===== src/rtl/drte_pkg.sv =====
// Shared types and constants for the DNS response TTL extractor.
// No dependencies.
package drte_pkg;

    localparam int unsigned DATA_W = 8;
    localparam int unsigned TTL_W  = 16;
    localparam int unsigned GATH_W = 32;
    localparam int unsigned CFG_W  = 32;
    localparam int unsigned ADDR_W = 3;

    localparam logic [TTL_W-1:0] DEFAULT_TTL_RST = 16'd30;
    localparam logic [TTL_W-1:0] MAX_TTL_RST     = 16'd3600;

    localparam logic REG_DEFAULT_TTL = 1'b0;
    localparam logic REG_MAX_TTL     = 1'b1;

    localparam logic [1:0] PH_HEADER = 2'd0;
    localparam logic [1:0] PH_QNAME  = 2'd1;
    localparam logic [1:0] PH_ANSWER = 2'd2;

    localparam logic [7:0] RCODE_MASK = 8'h0F;
    localparam logic [7:0] PTR_MASK   = 8'hC0;

    // Byte positions inside the header
    localparam int unsigned POS_RCODE   = 3;
    localparam int unsigned POS_AN_HI   = 6;
    localparam int unsigned POS_AN_LO   = 7;
    localparam int unsigned POS_HDR_END = 11;
    localparam int unsigned HDR_BYTES   = 12;
    localparam int unsigned MIN_BYTES   = 4;

    // Offsets from the start of the answer record
    localparam int unsigned QTAIL_BYTES = 4;
    localparam int unsigned TTL_FIRST   = 6;
    localparam int unsigned TTL_LAST    = 9;
    localparam int unsigned ANS_MIN     = 10;

    typedef struct packed {
        logic last;
        logic taken;
    } drte_tag_t;

endpackage


===== src/rtl/drte_front.sv =====
// Front end: accepts message bytes, tracks position and size limit,
// and tags each transfer for the back end. Uses drte_pkg.
module drte_front
    import drte_pkg::*;
#(
    parameter int unsigned MAX_MESSAGE_BYTES = 2048,
    parameter int unsigned CNT_W = $clog2(MAX_MESSAGE_BYTES + 1)
)
(
    input  logic              clk,
    input  logic              rst_n,
    input  logic              in_valid,
    input  logic              q_full,
    input  logic              last_byte,
    output logic              push,
    output logic [CNT_W-1:0]  pos,
    output drte_tag_t         tag
);

    logic [CNT_W-1:0] count_reg;
    logic [CNT_W-1:0] count_next;
    logic             taken;

    assign taken = count_reg < CNT_W'(MAX_MESSAGE_BYTES);
    assign push  = in_valid && !q_full;
    assign pos   = count_reg;
    assign tag   = '{last: last_byte, taken: taken};

    always_comb
    begin
        count_next = count_reg;
        if (push)
        begin
            if (last_byte)
                count_next = '0;
            else if (taken)
                count_next = count_reg + CNT_W'(1);
        end
    end

    always_ff @(posedge clk or negedge rst_n)
    begin
        if (!rst_n)
            count_reg <= '0;
        else
            count_reg <= count_next;
    end

endmodule


===== src/rtl/drte_queue.sv =====
// Two-entry queue between the front and back ends.
// Uses drte_pkg.
module drte_queue
    import drte_pkg::*;
#(
    parameter int unsigned WIDTH = 8
)
(
    input  logic             clk,
    input  logic             rst_n,
    input  logic             push,
    input  logic [WIDTH-1:0] wr_data,
    input  logic             pop,
    output logic             full,
    output logic             not_empty,
    output logic [WIDTH-1:0] rd_data
);

    logic [WIDTH-1:0] mem [2];
    logic             wr_ptr_reg;
    logic             wr_ptr_next;
    logic             rd_ptr_reg;
    logic             rd_ptr_next;
    logic [1:0]       fill_reg;
    logic [1:0]       fill_next;
    logic             do_wr;
    logic             do_rd;

    assign full      = fill_reg == 2'd2;
    assign not_empty = fill_reg != 2'd0;
    assign do_wr     = push && !full;
    assign do_rd     = pop && not_empty;
    assign rd_data   = mem[rd_ptr_reg];

    always_comb
    begin
        wr_ptr_next = do_wr ? !wr_ptr_reg : wr_ptr_reg;
        rd_ptr_next = do_rd ? !rd_ptr_reg : rd_ptr_reg;
        fill_next   = fill_reg + 2'(do_wr) - 2'(do_rd);
    end

    always_ff @(posedge clk)
    begin
        if (do_wr)
            mem[wr_ptr_reg] <= wr_data;
    end

    always_ff @(posedge clk or negedge rst_n)
    begin
        if (!rst_n)
        begin
            wr_ptr_reg <= 1'b0;
            rd_ptr_reg <= 1'b0;
            fill_reg   <= 2'd0;
        end
        else
        begin
            wr_ptr_reg <= wr_ptr_next;
            rd_ptr_reg <= rd_ptr_next;
            fill_reg   <= fill_next;
        end
    end

endmodule


===== src/rtl/drte_back.sv =====
// Back end: walks header, question name and first answer record,
// builds the result on the last byte. Uses drte_pkg.
module drte_back
    import drte_pkg::*;
#(
    parameter int unsigned MAX_MESSAGE_BYTES = 2048,
    parameter int unsigned CNT_W = $clog2(MAX_MESSAGE_BYTES + 1),
    parameter int unsigned W = $clog2(MAX_MESSAGE_BYTES + 256)
)
(
    input  logic              clk,
    input  logic              rst_n,
    input  logic              item_valid,
    input  logic [CNT_W-1:0]  item_pos,
    input  logic [DATA_W-1:0] item_byte,
    input  drte_tag_t         item_tag,
    output logic              pop,
    input  logic [TTL_W-1:0]  default_ttl,
    input  logic [TTL_W-1:0]  max_ttl,
    output logic              out_valid,
    input  logic              out_stall,
    output logic              success,
    output logic [TTL_W-1:0]  ttl_seconds,
    output logic              ttl_from_record
);

    logic [1:0]        phase_reg, phase_next;
    logic [W-1:0]      label_reg, label_next;
    logic [W-1:0]      ans_reg, ans_next;
    logic [GATH_W-1:0] gath_reg, gath_next;
    logic              rcz_reg, rcz_next;
    logic              anp_reg, anp_next;
    logic              nptr_reg, nptr_next;

    logic              out_valid_reg, out_valid_next;
    logic              success_reg, success_next;
    logic [TTL_W-1:0]  ttl_reg, ttl_next;
    logic              from_rec_reg, from_rec_next;

    logic              fire;
    logic [W-1:0]      p;
    logic [W-1:0]      len;
    logic              usable;

    // A result-bearing transfer needs the output register to be free
    assign pop  = !item_tag.last || !out_valid_reg || !out_stall;
    assign fire = item_valid && pop;
    assign p    = W'(item_pos);
    assign len  = item_tag.taken ? p + W'(1) : p;

    always_comb
    begin
        phase_next = phase_reg;
        label_next = label_reg;
        ans_next   = ans_reg;
        gath_next  = gath_reg;
        rcz_next   = rcz_reg;
        anp_next   = anp_reg;
        nptr_next  = nptr_reg;
        if (fire && item_tag.taken)
        begin
            unique case (phase_reg)
                PH_HEADER:
                begin
                    if (p == W'(POS_RCODE))
                        rcz_next = (item_byte & RCODE_MASK) == '0;
                    else if (p == W'(POS_AN_HI))
                        anp_next = item_byte != '0;
                    else if (p == W'(POS_AN_LO))
                        anp_next = anp_reg || (item_byte != '0);
                    if (p == W'(POS_HDR_END))
                        phase_next = PH_QNAME;
                end
                PH_QNAME:
                begin
                    if (p == label_reg)
                    begin
                        if (item_byte == '0)
                        begin
                            ans_next   = p + W'(1 + QTAIL_BYTES);
                            phase_next = PH_ANSWER;
                        end
                        else if ((item_byte & PTR_MASK) != '0)
                        begin
                            ans_next   = p + W'(2 + QTAIL_BYTES);
                            phase_next = PH_ANSWER;
                        end
                        else
                            label_next = p + W'(item_byte) + W'(1);
                    end
                end
                PH_ANSWER:
                begin
                    if (p == ans_reg)
                        nptr_next = (item_byte & PTR_MASK) != '0;
                    else if (p >= ans_reg + W'(TTL_FIRST) && p <= ans_reg + W'(TTL_LAST))
                        gath_next = {gath_reg[GATH_W-DATA_W-1:0], item_byte};
                end
                default:
                begin
                end
            endcase
        end
    end

    assign usable = len >= W'(HDR_BYTES) && anp_next && phase_next == PH_ANSWER
                    && ans_next + W'(ANS_MIN) <= len && nptr_next
                    && gath_next != '0 && gath_next[GATH_W-1:TTL_W] == '0
                    && gath_next[TTL_W-1:0] <= max_ttl;

    always_comb
    begin
        out_valid_next = out_valid_reg && out_stall;
        success_next   = success_reg;
        ttl_next       = ttl_reg;
        from_rec_next  = from_rec_reg;
        if (fire && item_tag.last)
        begin
            out_valid_next = 1'b1;
            success_next   = len >= W'(MIN_BYTES) && rcz_next;
            ttl_next       = usable ? gath_next[TTL_W-1:0] : default_ttl;
            from_rec_next  = usable;
        end
    end

    always_ff @(posedge clk or negedge rst_n)
    begin
        if (!rst_n)
        begin
            phase_reg     <= PH_HEADER;
            label_reg     <= W'(HDR_BYTES);
            ans_reg       <= '0;
            gath_reg      <= '0;
            rcz_reg       <= 1'b0;
            anp_reg       <= 1'b0;
            nptr_reg      <= 1'b0;
            out_valid_reg <= 1'b0;
        end
        else
        begin
            out_valid_reg <= out_valid_next;
            if (fire && item_tag.last)
            begin
                // message done: clear for the next one
                phase_reg <= PH_HEADER;
                label_reg <= W'(HDR_BYTES);
                ans_reg   <= '0;
                gath_reg  <= '0;
                rcz_reg   <= 1'b0;
                anp_reg   <= 1'b0;
                nptr_reg  <= 1'b0;
            end
            else
            begin
                phase_reg <= phase_next;
                label_reg <= label_next;
                ans_reg   <= ans_next;
                gath_reg  <= gath_next;
                rcz_reg   <= rcz_next;
                anp_reg   <= anp_next;
                nptr_reg  <= nptr_next;
            end
        end
    end

    always_ff @(posedge clk)
    begin
        success_reg  <= success_next;
        ttl_reg      <= ttl_next;
        from_rec_reg <= from_rec_next;
    end

    assign out_valid       = out_valid_reg;
    assign success         = success_reg;
    assign ttl_seconds     = ttl_reg;
    assign ttl_from_record = from_rec_reg;

endmodule


===== src/rtl/dns_response_ttl_extractor.sv =====
// DNS response TTL extractor, top level. Uses drte_pkg, drte_front,
// drte_queue and drte_back.
// Throughput: one byte per cycle while in_stall is low; the front end counts positions,
// the back end updates the parse state once per byte. A last byte waits in the queue
// while an earlier result is held by out_stall. The last byte is written to a queue
// entry, which feeds the output register that drives out_valid.
// Reset: message state cleared, default_ttl = 30, max_ttl = 3600.
module dns_response_ttl_extractor
    import drte_pkg::*;
#(
    parameter int unsigned MAX_MESSAGE_BYTES = 2048
)
(
    input  logic              clk,
    input  logic              rst_n,
    input  logic              in_valid,
    output logic              in_stall,
    input  logic [DATA_W-1:0] data_byte,
    input  logic              last_byte,
    output logic              out_valid,
    input  logic              out_stall,
    output logic              success,
    output logic [TTL_W-1:0]  ttl_seconds,
    output logic              ttl_from_record,
    input  logic              psel,
    input  logic              penable,
    input  logic              pwrite,
    input  logic [ADDR_W-1:0] paddr,
    input  logic [CFG_W-1:0]  pwdata,
    output logic [CFG_W-1:0]  prdata,
    output logic              pready
);

    localparam int unsigned CNT_W = $clog2(MAX_MESSAGE_BYTES + 1);
    localparam int unsigned Q_W   = CNT_W + DATA_W + $bits(drte_tag_t);

    logic [TTL_W-1:0] default_ttl_reg;
    logic [TTL_W-1:0] max_ttl_reg;
    logic             cfg_wr;

    logic             q_full;
    logic             q_not_empty;
    logic             push;
    logic             pop;
    logic [CNT_W-1:0] f_pos;
    drte_tag_t        f_tag;
    logic [Q_W-1:0]   q_wr_data;
    logic [Q_W-1:0]   q_rd_data;
    logic [CNT_W-1:0] b_pos;
    logic [DATA_W-1:0] b_byte;
    drte_tag_t        b_tag;

    assign pready = 1'b1;
    assign cfg_wr = psel && penable && pwrite;
    assign prdata = (paddr[2] == REG_MAX_TTL) ? CFG_W'(max_ttl_reg) : CFG_W'(default_ttl_reg);

    always_ff @(posedge clk or negedge rst_n)
    begin
        if (!rst_n)
        begin
            default_ttl_reg <= DEFAULT_TTL_RST;
            max_ttl_reg     <= MAX_TTL_RST;
        end
        else if (cfg_wr)
        begin
            if (paddr[2] == REG_DEFAULT_TTL)
                default_ttl_reg <= pwdata[TTL_W-1:0];
            else
                max_ttl_reg <= pwdata[TTL_W-1:0];
        end
    end

    assign in_stall = q_full;

    drte_front #(
        .MAX_MESSAGE_BYTES (MAX_MESSAGE_BYTES)
    ) u_front (
        .clk       (clk),
        .rst_n     (rst_n),
        .in_valid  (in_valid),
        .q_full    (q_full),
        .last_byte (last_byte),
        .push      (push),
        .pos       (f_pos),
        .tag       (f_tag)
    );

    assign q_wr_data = {f_pos, data_byte, f_tag};

    drte_queue #(
        .WIDTH (Q_W)
    ) u_queue (
        .clk       (clk),
        .rst_n     (rst_n),
        .push      (push),
        .wr_data   (q_wr_data),
        .pop       (pop),
        .full      (q_full),
        .not_empty (q_not_empty),
        .rd_data   (q_rd_data)
    );

    assign {b_pos, b_byte, b_tag} = q_rd_data;

    drte_back #(
        .MAX_MESSAGE_BYTES (MAX_MESSAGE_BYTES)
    ) u_back (
        .clk             (clk),
        .rst_n           (rst_n),
        .item_valid      (q_not_empty),
        .item_pos        (b_pos),
        .item_byte       (b_byte),
        .item_tag        (b_tag),
        .pop             (pop),
        .default_ttl     (default_ttl_reg),
        .max_ttl         (max_ttl_reg),
        .out_valid       (out_valid),
        .out_stall       (out_stall),
        .success         (success),
        .ttl_seconds     (ttl_seconds),
        .ttl_from_record (ttl_from_record)
    );

endmodule

===== config.mk =====
export PLATFORM = sky130hd
export DESIGN_NAME = dns_response_ttl_extractor
export DESIGN_NICKNAME = d
export VERILOG_FILES = /design/src/rtl/drte_pkg.sv /design/src/rtl/drte_front.sv /design/src/rtl/drte_queue.sv /design/src/rtl/drte_back.sv /design/src/rtl/dns_response_ttl_extractor.sv
export SDC_FILE = /design/constraint.sdc
export NUM_CORES = 1
export LEC_CHECK = 0
export BUFFER_PORTS_ARGS = -buffer_cell sky130_fd_sc_hd__buf_2
export CORE_MARGIN = 2
export CORE_UTILIZATION = 30
export CTS_BUF_LIST = sky130_fd_sc_hd__clkbuf_16
export DETAILED_ROUTE_END_ITERATION = 12
export SLEW_MARGIN = 5
export SYNTH_ARGS = -nofsm -noshare
export SYNTH_HDL_FRONTEND = slang
export SYNTH_SLANG_ARGS = --single-unit

===== constraint.sdc =====
create_clock -name clk -period 7.2 [get_ports clk]
set_input_delay 0.36 -clock clk [delete_from_list [all_inputs] [get_ports clk]]
set_output_delay 0.36 -clock clk [all_outputs]
set_load 0.02 [all_outputs]

== Word level (Yosys, flattened, before mapping) ==
Memories as Yosys holds them, arrays and structs flattened.
Cells that the tools add are included.

* Memories: 1
* Output and inout port bits: 53
* Input bits: 51
* Bits in registers: 128
* Word-level logic and storage cells: 137
* Bits in writable memories: 44

{| class="wikitable"
|+ Memory list
! name !! depth !! bits a word !! read ports !! clocked after memory_dff !! wr ports !! RTL line !! text
|-
| u_queue.mem || 2 || 22 || 1 || 0 || 1 || drte_queue.sv:19 || <nowiki>logic [WIDTH-1:0] mem [2];</nowiki>
|}

* Add/sub/neg operators: 11
* Equal/unequal tests: 12
* Order comparisons: 7
* Reduce and logical (&&, ||, !) cells: 42
* Bitwise gates (word level): 1
* Mux-type cells: 46

{| class="wikitable"
|+ Operators with widths
! kind !! count
|-
| $mux 12 || 15
|-
| $mux 32 || 5
|-
| $add 12x1->12 const B || 3
|-
| $add 12x3->12 const B || 3
|-
| $mux 16 || 2
|-
| $reduce_bool 32->1 || 1
|-
| $add 12x4->12 const B || 2
|-
| $eq 12x12->1 || 2
|-
| $eq 12x3->1 const B || 2
|-
| $le 12x12->1 || 2
|-
| $logic_and 1x1->1 || 17
|-
| $mux 1 || 17
|-
| $le 16x16->1 || 1
|-
| $logic_not 16->1 || 1
|-
| $logic_not 8->1 || 2
|-
| $reduce_bool 8->1 || 2
|-
| $add 12x8->12 || 1
|-
| $eq 12x2->1 const B || 1
|-
| $eq 12x4->1 const B || 1
|-
| $ge 12x12->1 || 1
|-
| $ge 12x3->1 const B || 1
|-
| $ge 12x4->1 const B || 1
|-
| $lt 12x12->1 const B || 1
|-
| $mux 2 || 6
|-
| 13 further kinds || 29
|}

== Longest topological paths before layout ==
Gate-level depths: netlist of run 1.
An unclocked memory read counts as a cell.

* Depth after elaboration: 16
* Mapped depth: 28
* Depth with buffers taken out: 23

== Cells and area by module ==
A second synthesis of run 1 with hierarchy kept.

* Cells, all modules: 1008
* Area, all modules: 10916.7 sq um

{| class="wikitable"
|+ Modules (own cells, without submodules)
! module !! sequential area each (sq um) !! area an instance (sq um) !! times used !! cells an instance
|-
| drte_back || 2094.5 || 6787.8 || 1 || 749
|-
| drte_queue || 1421.4 || 1868.0 || 1 || 86
|-
| dns_response_ttl_extractor || 810.8 || 1607.8 || 1 || 105
|-
| drte_front || 300.3 || 653.1 || 1 || 68
|}

== Worst setup path before layout of run 1 ==
OpenSTA, ideal clock, no wires.

* Path kind: flip-flop to flip-flop
* From: reg u_queue.rd_ptr_reg
* To: reg u_back.ttl_reg[10] (netlist: u_back.ttl_seconds[10]) (data pin)
* Buffers on the path: 3
* Slack: 1.837 ns
* Stages on the path, launching flop included: 24
* Period minus slack after synthesis: 5.363 ns
* Library setup time: 0.262 ns
* Arrival time: 5.100 ns
* Path through: dfrtp_1 -> buf_6 -> buf_8 -> mux2i_4 -> inv_1 -> xnor2_1 -> nand4_2 -> or4_4 -> nor2_1 -> nor2_1 -> ha_1 -> o211ai_4 -> nor2_1 -> xor2_1 -> ha_1 -> a21o_1 -> a21o_1 -> a211oi_1 -> a21oi_1 -> nor4_1 -> nand4_1 -> nor2_4 -> buf_4 -> mux2_1

* Word-level cells in the longest chain between the ends: 16
* Elaborated cells on any way between the ends: 61

{| class="wikitable"
|+ RTL lines
! what !! RTL line !! text
|-
| from (decl) || drte_queue.sv:22 || <nowiki>logic rd_ptr_reg;</nowiki>
|-
| from (signal assigned) || drte_queue.sv:59 || <nowiki>rd_ptr_reg <= rd_ptr_next;</nowiki>
|-
| $mem_v2 2x22 (*) || -- ||
|-
| parallel branches: the longest is 14 deep, another holds $add 12x3->12 || -- ||
|-
| $mux 16 (*) || drte_back.sv:121 || <nowiki>ttl_next = usable ? gath_next[TTL_W-1:0] : default_ttl;</nowiki>
|-
| to (signal assigned) || drte_back.sv:169 || <nowiki>ttl_reg <= ttl_next;</nowiki>
|-
| to (decl) || drte_back.sv:37 || <nowiki>logic [TTL_W-1:0] ttl_reg, ttl_next;</nowiki>
|}

Every way passes the cells marked *.
A chain may end at the register's enable or synchronous reset.

== Worst setup path in the final report of run 1 ==
* From: reg u_queue.rd_ptr_reg
* To: reg u_back.ttl_reg[5] (netlist: u_back.ttl_seconds[5]) (data pin)

The elaborated chain is that of the path after synthesis.

==> impl_metrics.ini, run 1 <==
[route]
firstDrtPassIters = 6
antenna_left = 0
wirelength_um = 27200
vias_per_cell = 5.07
dr_total_vias = 7886
first_iter_violations = 466
detail_route.wl_per_cell_um = 17.5
drc = 0

[global_route]
grt_max_degree = 69
grt_pass1_wl_um = 43400
grt-ovfl-total = 0
grt_pass1_vias = 7844
antenna_found_initial = 0
grt_usage = 0.145

[place]
dp_hpwl_um = 20600
postPlaceCellArea_mm2 = 0.0116
gp_congestion = 0.900
portBuffers = 68

[cts]
cts_tree = done
post_cts_buffers = 0
cts-root-buf = clkbuf_16
cts_inserted_buffers = 17
cts_max_level = 4
cts-hold-fix-buffers = 1
clkSlewWorstSetupHoldPaths_ns = 0.07
post_cts_resize_count = 0
cts.sinks = 172
worstSkewPairLatency_ns = 0.44
clock_path_buffers = 2

[power_and_ir_drop]
clkPwrFrac = 0.232
pwr-share-seq = 0.341
ir_drop_mv = 0.195
p_sw_frac = 0.411
combPwrFrac = 0.427
p_leak_nw = 5.04
p_sw_mw = 1.64
p_int_mw = 2.35
powerDensity_mw_per_mm2 = 328

[timing]
finalSetupTns_ns = 0
finalMaxSlewViolations = 0
worst_pin_slew_ns = 1.12
fin_worst_skew_ns = 0.00813
max_freq_mhz = 154
rsz0062_at_grt = false
min_period_over_period = 0.905
finalSetupViolCount = 0
hold_viol = 0
maxSlewHeadroom = 0.250
post-route-min-period_ns = 6.51

[worst_setup_path]
cp.required_ns = 7.39
cp_top_family = simple AND/OR/NAND/NOR gates
critical_path_class = register to register
crit_chain = buf_4 -> mux2i_1 -> inv_1 -> ha_1 -> nand4_1 -> nor2_1 -> a21boi_0 -> o31ai_1 -> and4_2 -> mux2_2 -> ha_1 -> nor2b_1 -> o211ai_1 -> a21oi_1 -> o21ai_0 -> a31oi_1 -> nor4_1 -> nand4_1 -> nor2_4 -> buf_4 -> mux2_2
rrSetupSlack_ns = 0.69
path_max_fanout = 29
critPathCaptureType = register
cp_slowest_cell = dfrtp_2
cpPeakStageDelay_ns = 0.77
path_buf_inv = 3
arrival_ns = 6.70
start_kind = register

[logic_synthesis]
postSynthCellCount = 1020
ys_async_sr_fraction = 0.640
synth_area_per_cell_um2 = 10.6
ys_seq_area_frac = 0.428
yosysUniqueCellTypes = 79
netlist_area_mm2 = 0.0108
synth_edf_count = 62
ys_seq_elements = 172
ys.flop_type = dfrtp_1
ys_warn_count = 0

[job]
maxCapViolCount = 0

[die]
core_area_mm2 = 0.0355
die_h_um = 194
die_width_um = 194
fp-row-count = 69
start_util = 0.304
dieArea_mm2 = 0.0375
ios = 104

[cells_and_area]
drive_gt1_frac = 0.209
largest_reg_flops = 44
mostFrequentLayoutCell = dfrtp_1
syn2layout_area_growth_pct = 12.6
diodes = 0
final_area_mm2 = 0.0122
fillCellCount = 3573
nets = 1206
layout_common_cells = 99 x dfrtp_1, 81 x nor2_1, 78 x mux2_2, 72 x ha_1, 67 x buf_2

[run_status]
status = completed

[min_path]
hold_path_class = primary input to register
-- power by group through the flow --
| stage | registers [mW] | logic, mW | clock network (mW) |
|---|---|---|---|
| floorplan | 1.38 | 1.20 | 0 |
| global placement | 1.37 | 1.66 | 0 |
| detailed placement | 1.38 | 1.69 | 0 |
| CTS | 1.36 | 1.70 | 0.940 |
| global route | 1.39 | 1.87 | 0.977 |
| finish | 1.36 | 1.71 | 0.925 |
-- logic make-up (layout without fill, tap and decap cells) --
| logic type | after synthesis | count (layout) | synth area share |
|---|---|---|---|
| compound gates | 165 | 165 | 0.103 |
| fa+ha+maj | 73 | 73 | 0.0852 |
| mux | 122 | 122 | 0.128 |
| xor+xnor | 73 | 73 | 0.0592 |
| buf+inv | 106 | 166 | 0.0459 |
| simple gates | 307 | 307 | 0.150 |
| other cells | 2 | 17 | 0.000695 |
| flops | 172 | 172 | 0.428 |
-- final cells by class --
| cell class | count | area (µm²) | share of cell area |
|---|---|---|---|
| Inverter | 55 | 206 | 0.0170 |
| Sequential cell | 172 | 4630 | 0.380 |
| Clock buffer | 17 | 425 | 0.0350 |
| Timing Repair Buffer | 79 | 428 | 0.0352 |
| Tap cell | 461 | 577 | 0.0474 |
| Multi-Input combinational cell | 757 | 5740 | 0.472 |
| Clock inverter | 15 | 158 | 0.0130 |
-- layer usage --
layer | share of wire | track usage
met5 | 0 | 0
met2 | 0.46 | 0.228
met4 | 0.024 | 0.0455
met1 | 0.47 | 0.199
met3 | 0.047 | 0.0320
-- per-stage QoR --
stage	power, mW	hold WS (ns)	util	std cells	setup WS [ns]
2_1_floorplan	2.58	0.0644	-	1035	1.84
3_3_place_gp	3.03	0.391	0.326	1523	0.809
3_5_place_dp	3.07	0.391	0.326	1523	0.759
4_1_cts	4.00	0.102	0.343	1556	0.698
5_1_grt	4.23	0.104	0.343	1556	0.228
6_report	3.99	0.110	0.343	1556	0.687
-- worst reg2reg max path: cells and delay by family, from the launching register on --
family / cells / cell delay (ns)
simple gates: 7 / 1.62
fa+ha+maj: 2 / 0.66
buf+inv: 3 / 0.85
compound gates: 6 / 1.05
mux: 3 / 1.30
flops: 1 / 0.77
-- cells in the mapped netlist (all sizes together) (6+ instances only) --
| library cell | count | share of area |
|---|---|---|
| o211ai | 13 | 0.010 |
| mux2i | 36 | 0.038 |
| a31oi | 6 | 0.0035 |
| o21ai | 36 | 0.017 |
| mux2 | 86 | 0.090 |
| and3 | 6 | 0.0035 |
| a211oi | 6 | 0.0042 |
| ha | 72 | 0.083 |
| dfstp | 10 | 0.024 |
| or4 | 6 | 0.0056 |
| buf | 29 | 0.019 |
| nand3b | 7 | 0.0049 |
| and2 | 20 | 0.012 |
| nor3 | 14 | 0.0080 |
| dfrtp | 100 | 0.23 |
| nor2b | 9 | 0.0052 |
| nand3 | 28 | 0.013 |
| nand4 | 25 | 0.015 |
| nor4 | 21 | 0.015 |
| inv | 54 | 0.019 |
| xnor2 | 57 | 0.046 |
| xor2 | 16 | 0.013 |
| a21o | 13 | 0.0090 |
| nand2b | 8 | 0.0046 |
| clkbuf | 22 | 0.0078 |
| a21oi | 52 | 0.025 |
| edfxtp | 62 | 0.17 |
| nand2 | 61 | 0.021 |
| nor2 | 84 | 0.030 |
-- path summary, 6_finish.rpt --
| path | start | endpoint | cells after the start |
|---|---|---|---|
| setup / recovery | u_queue.rd_ptr_reg | u_back.ttl_seconds[5] | 21 |
| hold / removal | data_byte[1] | u_queue.mem[1][3] | 1 |
| setup reg to reg | u_queue.rd_ptr_reg | u_back.ttl_seconds[5] | 21 |
| hold reg to reg | u_back.label_reg[2] | u_back.label_reg[2] | 2 |
| max in group asynchronous | rst_n | u_queue.rd_ptr_reg | 3 |
| min in group asynchronous | rst_n | default_ttl_reg[9] | 2 |
Note: power is estimated with default switching activity, not from simulation.
==> run 2: changes to the inputs <==
--- a/config.mk
+++ b/config.mk
@@ -8,7 +8,8 @@
 export BUFFER_PORTS_ARGS = -buffer_cell sky130_fd_sc_hd__buf_2
 export CORE_MARGIN = 2
 export CORE_UTILIZATION = 30
-export CTS_BUF_LIST = sky130_fd_sc_hd__clkbuf_16
+export CTS_BUF_LIST = sky130_fd_sc_hd__clkbuf_4 sky130_fd_sc_hd__clkbuf_8
+export CTS_CLUSTER_SIZE = 24
 export DETAILED_ROUTE_END_ITERATION = 12
 export SLEW_MARGIN = 5
 export SYNTH_ARGS = -nofsm -noshare
==> run 2 against run 1 <==
Net effect:
- setup slack improved by 0.034 ns
- clock power decreased by 23%
- worst hold slack got worse by 0.033 ns
- combinational power about the same
- count of clock-buffer cells in the layout increased by 3
- flip-flop and latch count unchanged
- critical endpoint unchanged
- largest cell class unchanged
==> impl_metrics.ini, run 2 (same netlist as run 1, synthesis figures left out) <==
[run_status]
status = completed

[global_route]
grt_usage = 0.144
globalRouteMet2Util = 0.227
grt.met1_usage = 0.200
grt_pass1_vias = 7799
grt-ovfl-total = 0
grt_pass1_wl_um = 43100
antenna_found_initial = 0
busiest_layer = met2
met3_usage = 0.0285
grt_max_degree = 69

[power_and_ir_drop]
pwr-share-seq = 0.360
p_sw_mw = 1.61
p_leak_nw = 4.95
combPwrFrac = 0.452
p_int_mw = 2.17
p_sw_frac = 0.426
power_mw = 3.78
powerDensity_mw_per_mm2 = 315
ir_drop_mv = 0.190
clkPwrFrac = 0.189

[route]
antenna_left = 0
drc = 0
first_iter_violations = 504
dr_total_vias = 7884
firstDrtPassIters = 5
vias_per_cell = 5.07
detail_route.wl_per_cell_um = 17.4
wirelength_um = 27000

[cells_and_area]
largest_reg_flops = 44
multi_input_area_mm2 = 0.00574
final_util = 0.338
mostFrequentLayoutCell = dfrtp_1
diodes = 0
seq_area_mm2 = 0.00463
fillCellCount = 3589
syn2layout_area_growth_pct = 11.0
nets = 1206
drive_gt1_frac = 0.211
layout_common_cells = 99 x dfrtp_1, 81 x nor2_1, 78 x mux2_2, 72 x ha_1, 67 x buf_2

[worst_setup_path]
path_max_fanout = 29
ff2ff_path_depth = 21
critPathCaptureType = register
cp.required_ns = 7.42
arrival_ns = 6.70
critical_path_class = register to register
start_kind = register

[timing]
maxSlewHeadroom = 0.271
max_freq_mhz = 154
finalSetupTns_ns = 0
hold_viol = 0
fin_worst_skew_ns = 0.0144
min_period_over_period = 0.900
finalMaxSlewViolations = 0
worst_pin_slew_ns = 1.09
rsz0062_at_grt = false
postLayoutSetupSlackWorst_ns = 0.721
whs_ns = 0.0775
post-route-min-period_ns = 6.48
finalSetupViolCount = 0

[place]
portBuffers = 68
dp_slack_ns = 0.759
gp_congestion = 0.900
dp_hpwl_um = 20600

[min_path]
hold_path_depth = 1
hold_path_class = primary input to register

[cts]
cts_inserted_buffers = 17
cts_max_level = 4
cts.sinks = 172
post_cts_resize_count = 0
cts-root-buf = clkbuf_8
clkSlewWorstSetupHoldPaths_ns = 0.10
cts_tree = done
clock_path_buffers = 2
worstSkewPairLatency_ns = 0.47

[die]
core_area_mm2 = 0.0355
die_h_um = 194
fp-row-count = 69
dieArea_mm2 = 0.0375
start_util = 0.304
die_width_um = 194
ios = 104

[job]
maxCapViolCount = 0
==> run 2: through the flow <==
| stage | std cells | instance area, µm² |
|---|---|---|
| 2_1_floorplan | 1035 | 10900 |
| 3_3_place_gp | 1523 | 11600 |
| 3_5_place_dp | 1523 | 11600 |
| 4_1_cts | 1556 | 12000 |
| 5_1_grt | 1556 | 12000 |
| 6_report | 1556 | 12000 |
==> run 2: layout make-up <==
class,instances,share of cell area
Multi-Input combinational cell,757,0.479
Sequential cell,172,0.386
Tap cell,461,0.0481
Timing Repair Buffer,79,0.0357
Clock buffer,20,0.0219
Inverter,55,0.0172
Clock inverter,12,0.0122
==> run 2: final timing paths <==
kind	start	slack [ns]	endpoint
max in group asynchronous	rst_n	5.33	u_queue.rd_ptr_reg
min	data_byte[1]	0.08	u_queue.mem[1][3]
min reg2reg	u_back.label_reg[3]	0.52	u_back.label_reg[3]
max	u_queue.rd_ptr_reg	0.72	u_back.ttl_seconds[5]
min in group asynchronous	rst_n	0.41	default_ttl_reg[9]
max reg2reg	u_queue.rd_ptr_reg	0.72	u_back.ttl_seconds[5]
==> run 2: power by group through the flow <==
stage | registers (mW) | logic (mW) | clock network, mW
after detailed placement | 1.38 | 1.69 | 0
after floorplan | 1.38 | 1.20 | 0
final | 1.36 | 1.71 | 0.712
after global placement | 1.37 | 1.66 | 0
after CTS | 1.36 | 1.70 | 0.729
after global routing | 1.38 | 1.87 | 0.764
==> run 2: worst max-delay path: stages (launching register included) <==
cell and delay [ns]:
dfrtp_2 0.77, buf_4 0.28, mux2i_1 0.47, inv_1 0.26, ha_1 0.37, nand4_1 0.15
nor2_1 0.10, a21boi_0 0.14, o31ai_1 0.22, and4_2 0.60, mux2_2 0.43, ha_1 0.29
nor2b_1 0.13, o211ai_1 0.17, a21oi_1 0.10, o21ai_0 0.23, a31oi_1 0.19, nor4_1 0.33
nand4_1 0.19, nor2_4 0.11, buf_4 0.29, mux2_2 0.37
==> run 2: metal layers <==
layer / share of wire / up-vias
met2: 0.46 / 191
met5: 0 / -
met1: 0.47 / 3875
li1: - / 3781
met3: 0.044 / 37
met4: 0.019 / 0
==> run 2: timing repair <==
action                    4_1_cts  5_1_grt
hold endpoints to repair       35        0
buffers inserted                0        0
hold buffers                    1        0
==> run 3: changes to the inputs <==
==> constraint.sdc (replaced) <==
create_clock -name clk -period 6.85 [get_ports clk]
set_input_delay 0.3425 -clock clk [delete_from_list [all_inputs] [get_ports clk]]
set_output_delay 0.3425 -clock clk [all_outputs]
set_load 0.02 [all_outputs]
==> run 3 against run 2 <==
Net effect:
- global-route usage rose by 0.38 points
- first-iteration DRC count increased by 8.7%
- flip-flop and latch count did not move
- maximum frequency increased by 5.5%
- register-to-register slack worse by 0.02 ns
- critical path type unchanged
- critical endpoint unchanged
==> impl_metrics.ini, run 3 (same netlist as run 1, synthesis figures left out) <==
[run_status]
status = completed

[die]
dieArea_mm2 = 0.0375
die_h_um = 194
fp-row-count = 69
core_area_mm2 = 0.0355
start_util = 0.304
ios = 104
die_width_um = 194

[power_and_ir_drop]
power_mw = 3.96
p_leak_nw = 4.99
p_int_mw = 2.25
powerDensity_mw_per_mm2 = 329
combPwrFrac = 0.457
p_sw_mw = 1.71
clkPwrFrac = 0.184
ir_drop_mv = 0.292
pwr-share-seq = 0.359
p_sw_frac = 0.431

[global_route]
grt.met1_usage = 0.208
grt_pass1_wl_um = 44000
busiest_layer = met2
met3_usage = 0.0207
globalRouteMet2Util = 0.237
grt-ovfl-total = 0
grt_usage = 0.148
antenna_found_initial = 0
grt_max_degree = 62
grt_pass1_vias = 7799

[worst_setup_path]
cp.required_ns = 7.08
arrival_ns = 6.38
start_kind = register
critical_path_class = register to register
path_max_fanout = 23
ff2ff_path_depth = 21
critPathCaptureType = register

[route]
firstDrtPassIters = 5
detail_route.wl_per_cell_um = 17.5
antenna_left = 0
wirelength_um = 27400
first_iter_violations = 548
vias_per_cell = 5.03
dr_total_vias = 7859
drc = 0

[timing]
postLayoutSetupSlackWorst_ns = 0.706
post-route-min-period_ns = 6.14
min_period_over_period = 0.897
finalMaxSlewViolations = 0
hold_viol = 0
finalSetupTns_ns = 0
finalSetupViolCount = 0
fin_worst_skew_ns = 0.0235
worst_pin_slew_ns = 1.15
max_freq_mhz = 163
rsz0062_at_grt = false
maxSlewHeadroom = 0.235

[cells_and_area]
diodes = 0
fillCellCount = 3602
seq_area_mm2 = 0.00463
layout_common_cells = 99 x dfrtp_1, 81 x nor2_1, 78 x mux2_2, 72 x ha_1, 67 x buf_2
multi_input_area_mm2 = 0.00574
largest_reg_flops = 44
stdcell_count = 1563
mostFrequentLayoutCell = dfrtp_1
syn2layout_area_growth_pct = 11.5
drive_gt1_frac = 0.216
nets = 1213
final_area_mm2 = 0.0120

[place]
dp_cells = 1530
portBuffers = 68
postPlaceCellArea_mm2 = 0.0116
dp_hpwl_um = 20700
gp_congestion = 0.896
dp_slack_ns = 0.711

[cts]
cts-root-buf = clkbuf_8
post_cts_buffers = 0
cts.sinks = 172
cts-hold-fix-buffers = 1
post_cts_resize_count = 0
cts_tree = done
clkSlewWorstSetupHoldPaths_ns = 0.10
cts_max_level = 4
cts_inserted_buffers = 17
clock_path_buffers = 2
worstSkewPairLatency_ns = 0.49

[job]
maxCapViolCount = 0

[min_path]
hold_path_class = primary input to register
hold_path_depth = 1
[run 3: power groups by stage]
stage,Sequential (mW),Clock (mW),Combinational (mW)
after global routing,1.45,0.781,1.99
final,1.42,0.727,1.81
after detailed placement,1.45,0,1.80
after global placement,1.44,0,1.77
after CTS,1.42,0.747,1.81
after floorplan,1.45,0,1.26
[run 3: worst max-delay path, cell delays in order, from the launching register on]
cell and delay [ns]:
dfrtp_2 0.73, buf_4 0.32, mux2_2 0.46, xor2_1 0.18
or4_4 0.48, or4_4 0.48, nor2_1 0.34, nor2_1 0.08
ha_1 0.25, o211ai_4 0.25, nor2_1 0.09, xor2_1 0.15
ha_1 0.29, a21o_1 0.18, a21o_1 0.17, a211oi_1 0.23
a21oi_1 0.17, nor4_1 0.20, nand4_1 0.18, nor2_4 0.14
buf_12 0.17, mux2_2 0.35
[run 3: layout make-up]
cell class,count,area share
Clock inverter,14,0.0121
Inverter,55,0.0171
Multi-Input combinational cell,757,0.477
Tap cell,461,0.0479
Sequential cell,172,0.384
Clock buffer,18,0.0206
Timing Repair Buffer,86,0.0409
[run 3: routing by layer]
| metal | share of wire | vias up |
|---|---|---|
| met5 | 0 | - |
| met1 | 0.48 | 3863 |
| met3 | 0.036 | 33 |
| met4 | 0.017 | 0 |
| li1 | - | 3795 |
| met2 | 0.47 | 168 |
[run 3: through the flow]
stage	utilization	hold WS (ns)
2_1_floorplan	-	0.0469
3_3_place_gp	0.328	0.489
3_5_place_dp	0.328	0.496
4_1_cts	0.339	0.0237
5_1_grt	0.339	0.0358
6_report	0.339	0.0493
[run 3: worst paths after layout]
path	from	end	slack (ns)
max in group asynchronous	rst_n	u_queue.rd_ptr_reg	5.11
min	data_byte[2]	u_queue.mem[1][4]	0.05
max reg2reg	u_queue.rd_ptr_reg	u_back.ttl_seconds[5]	0.71
max	u_queue.rd_ptr_reg	u_back.ttl_seconds[5]	0.71
min in group asynchronous	rst_n	default_ttl_reg[9]	0.49
min reg2reg	u_back.label_reg[2]	u_back.label_reg[2]	0.51
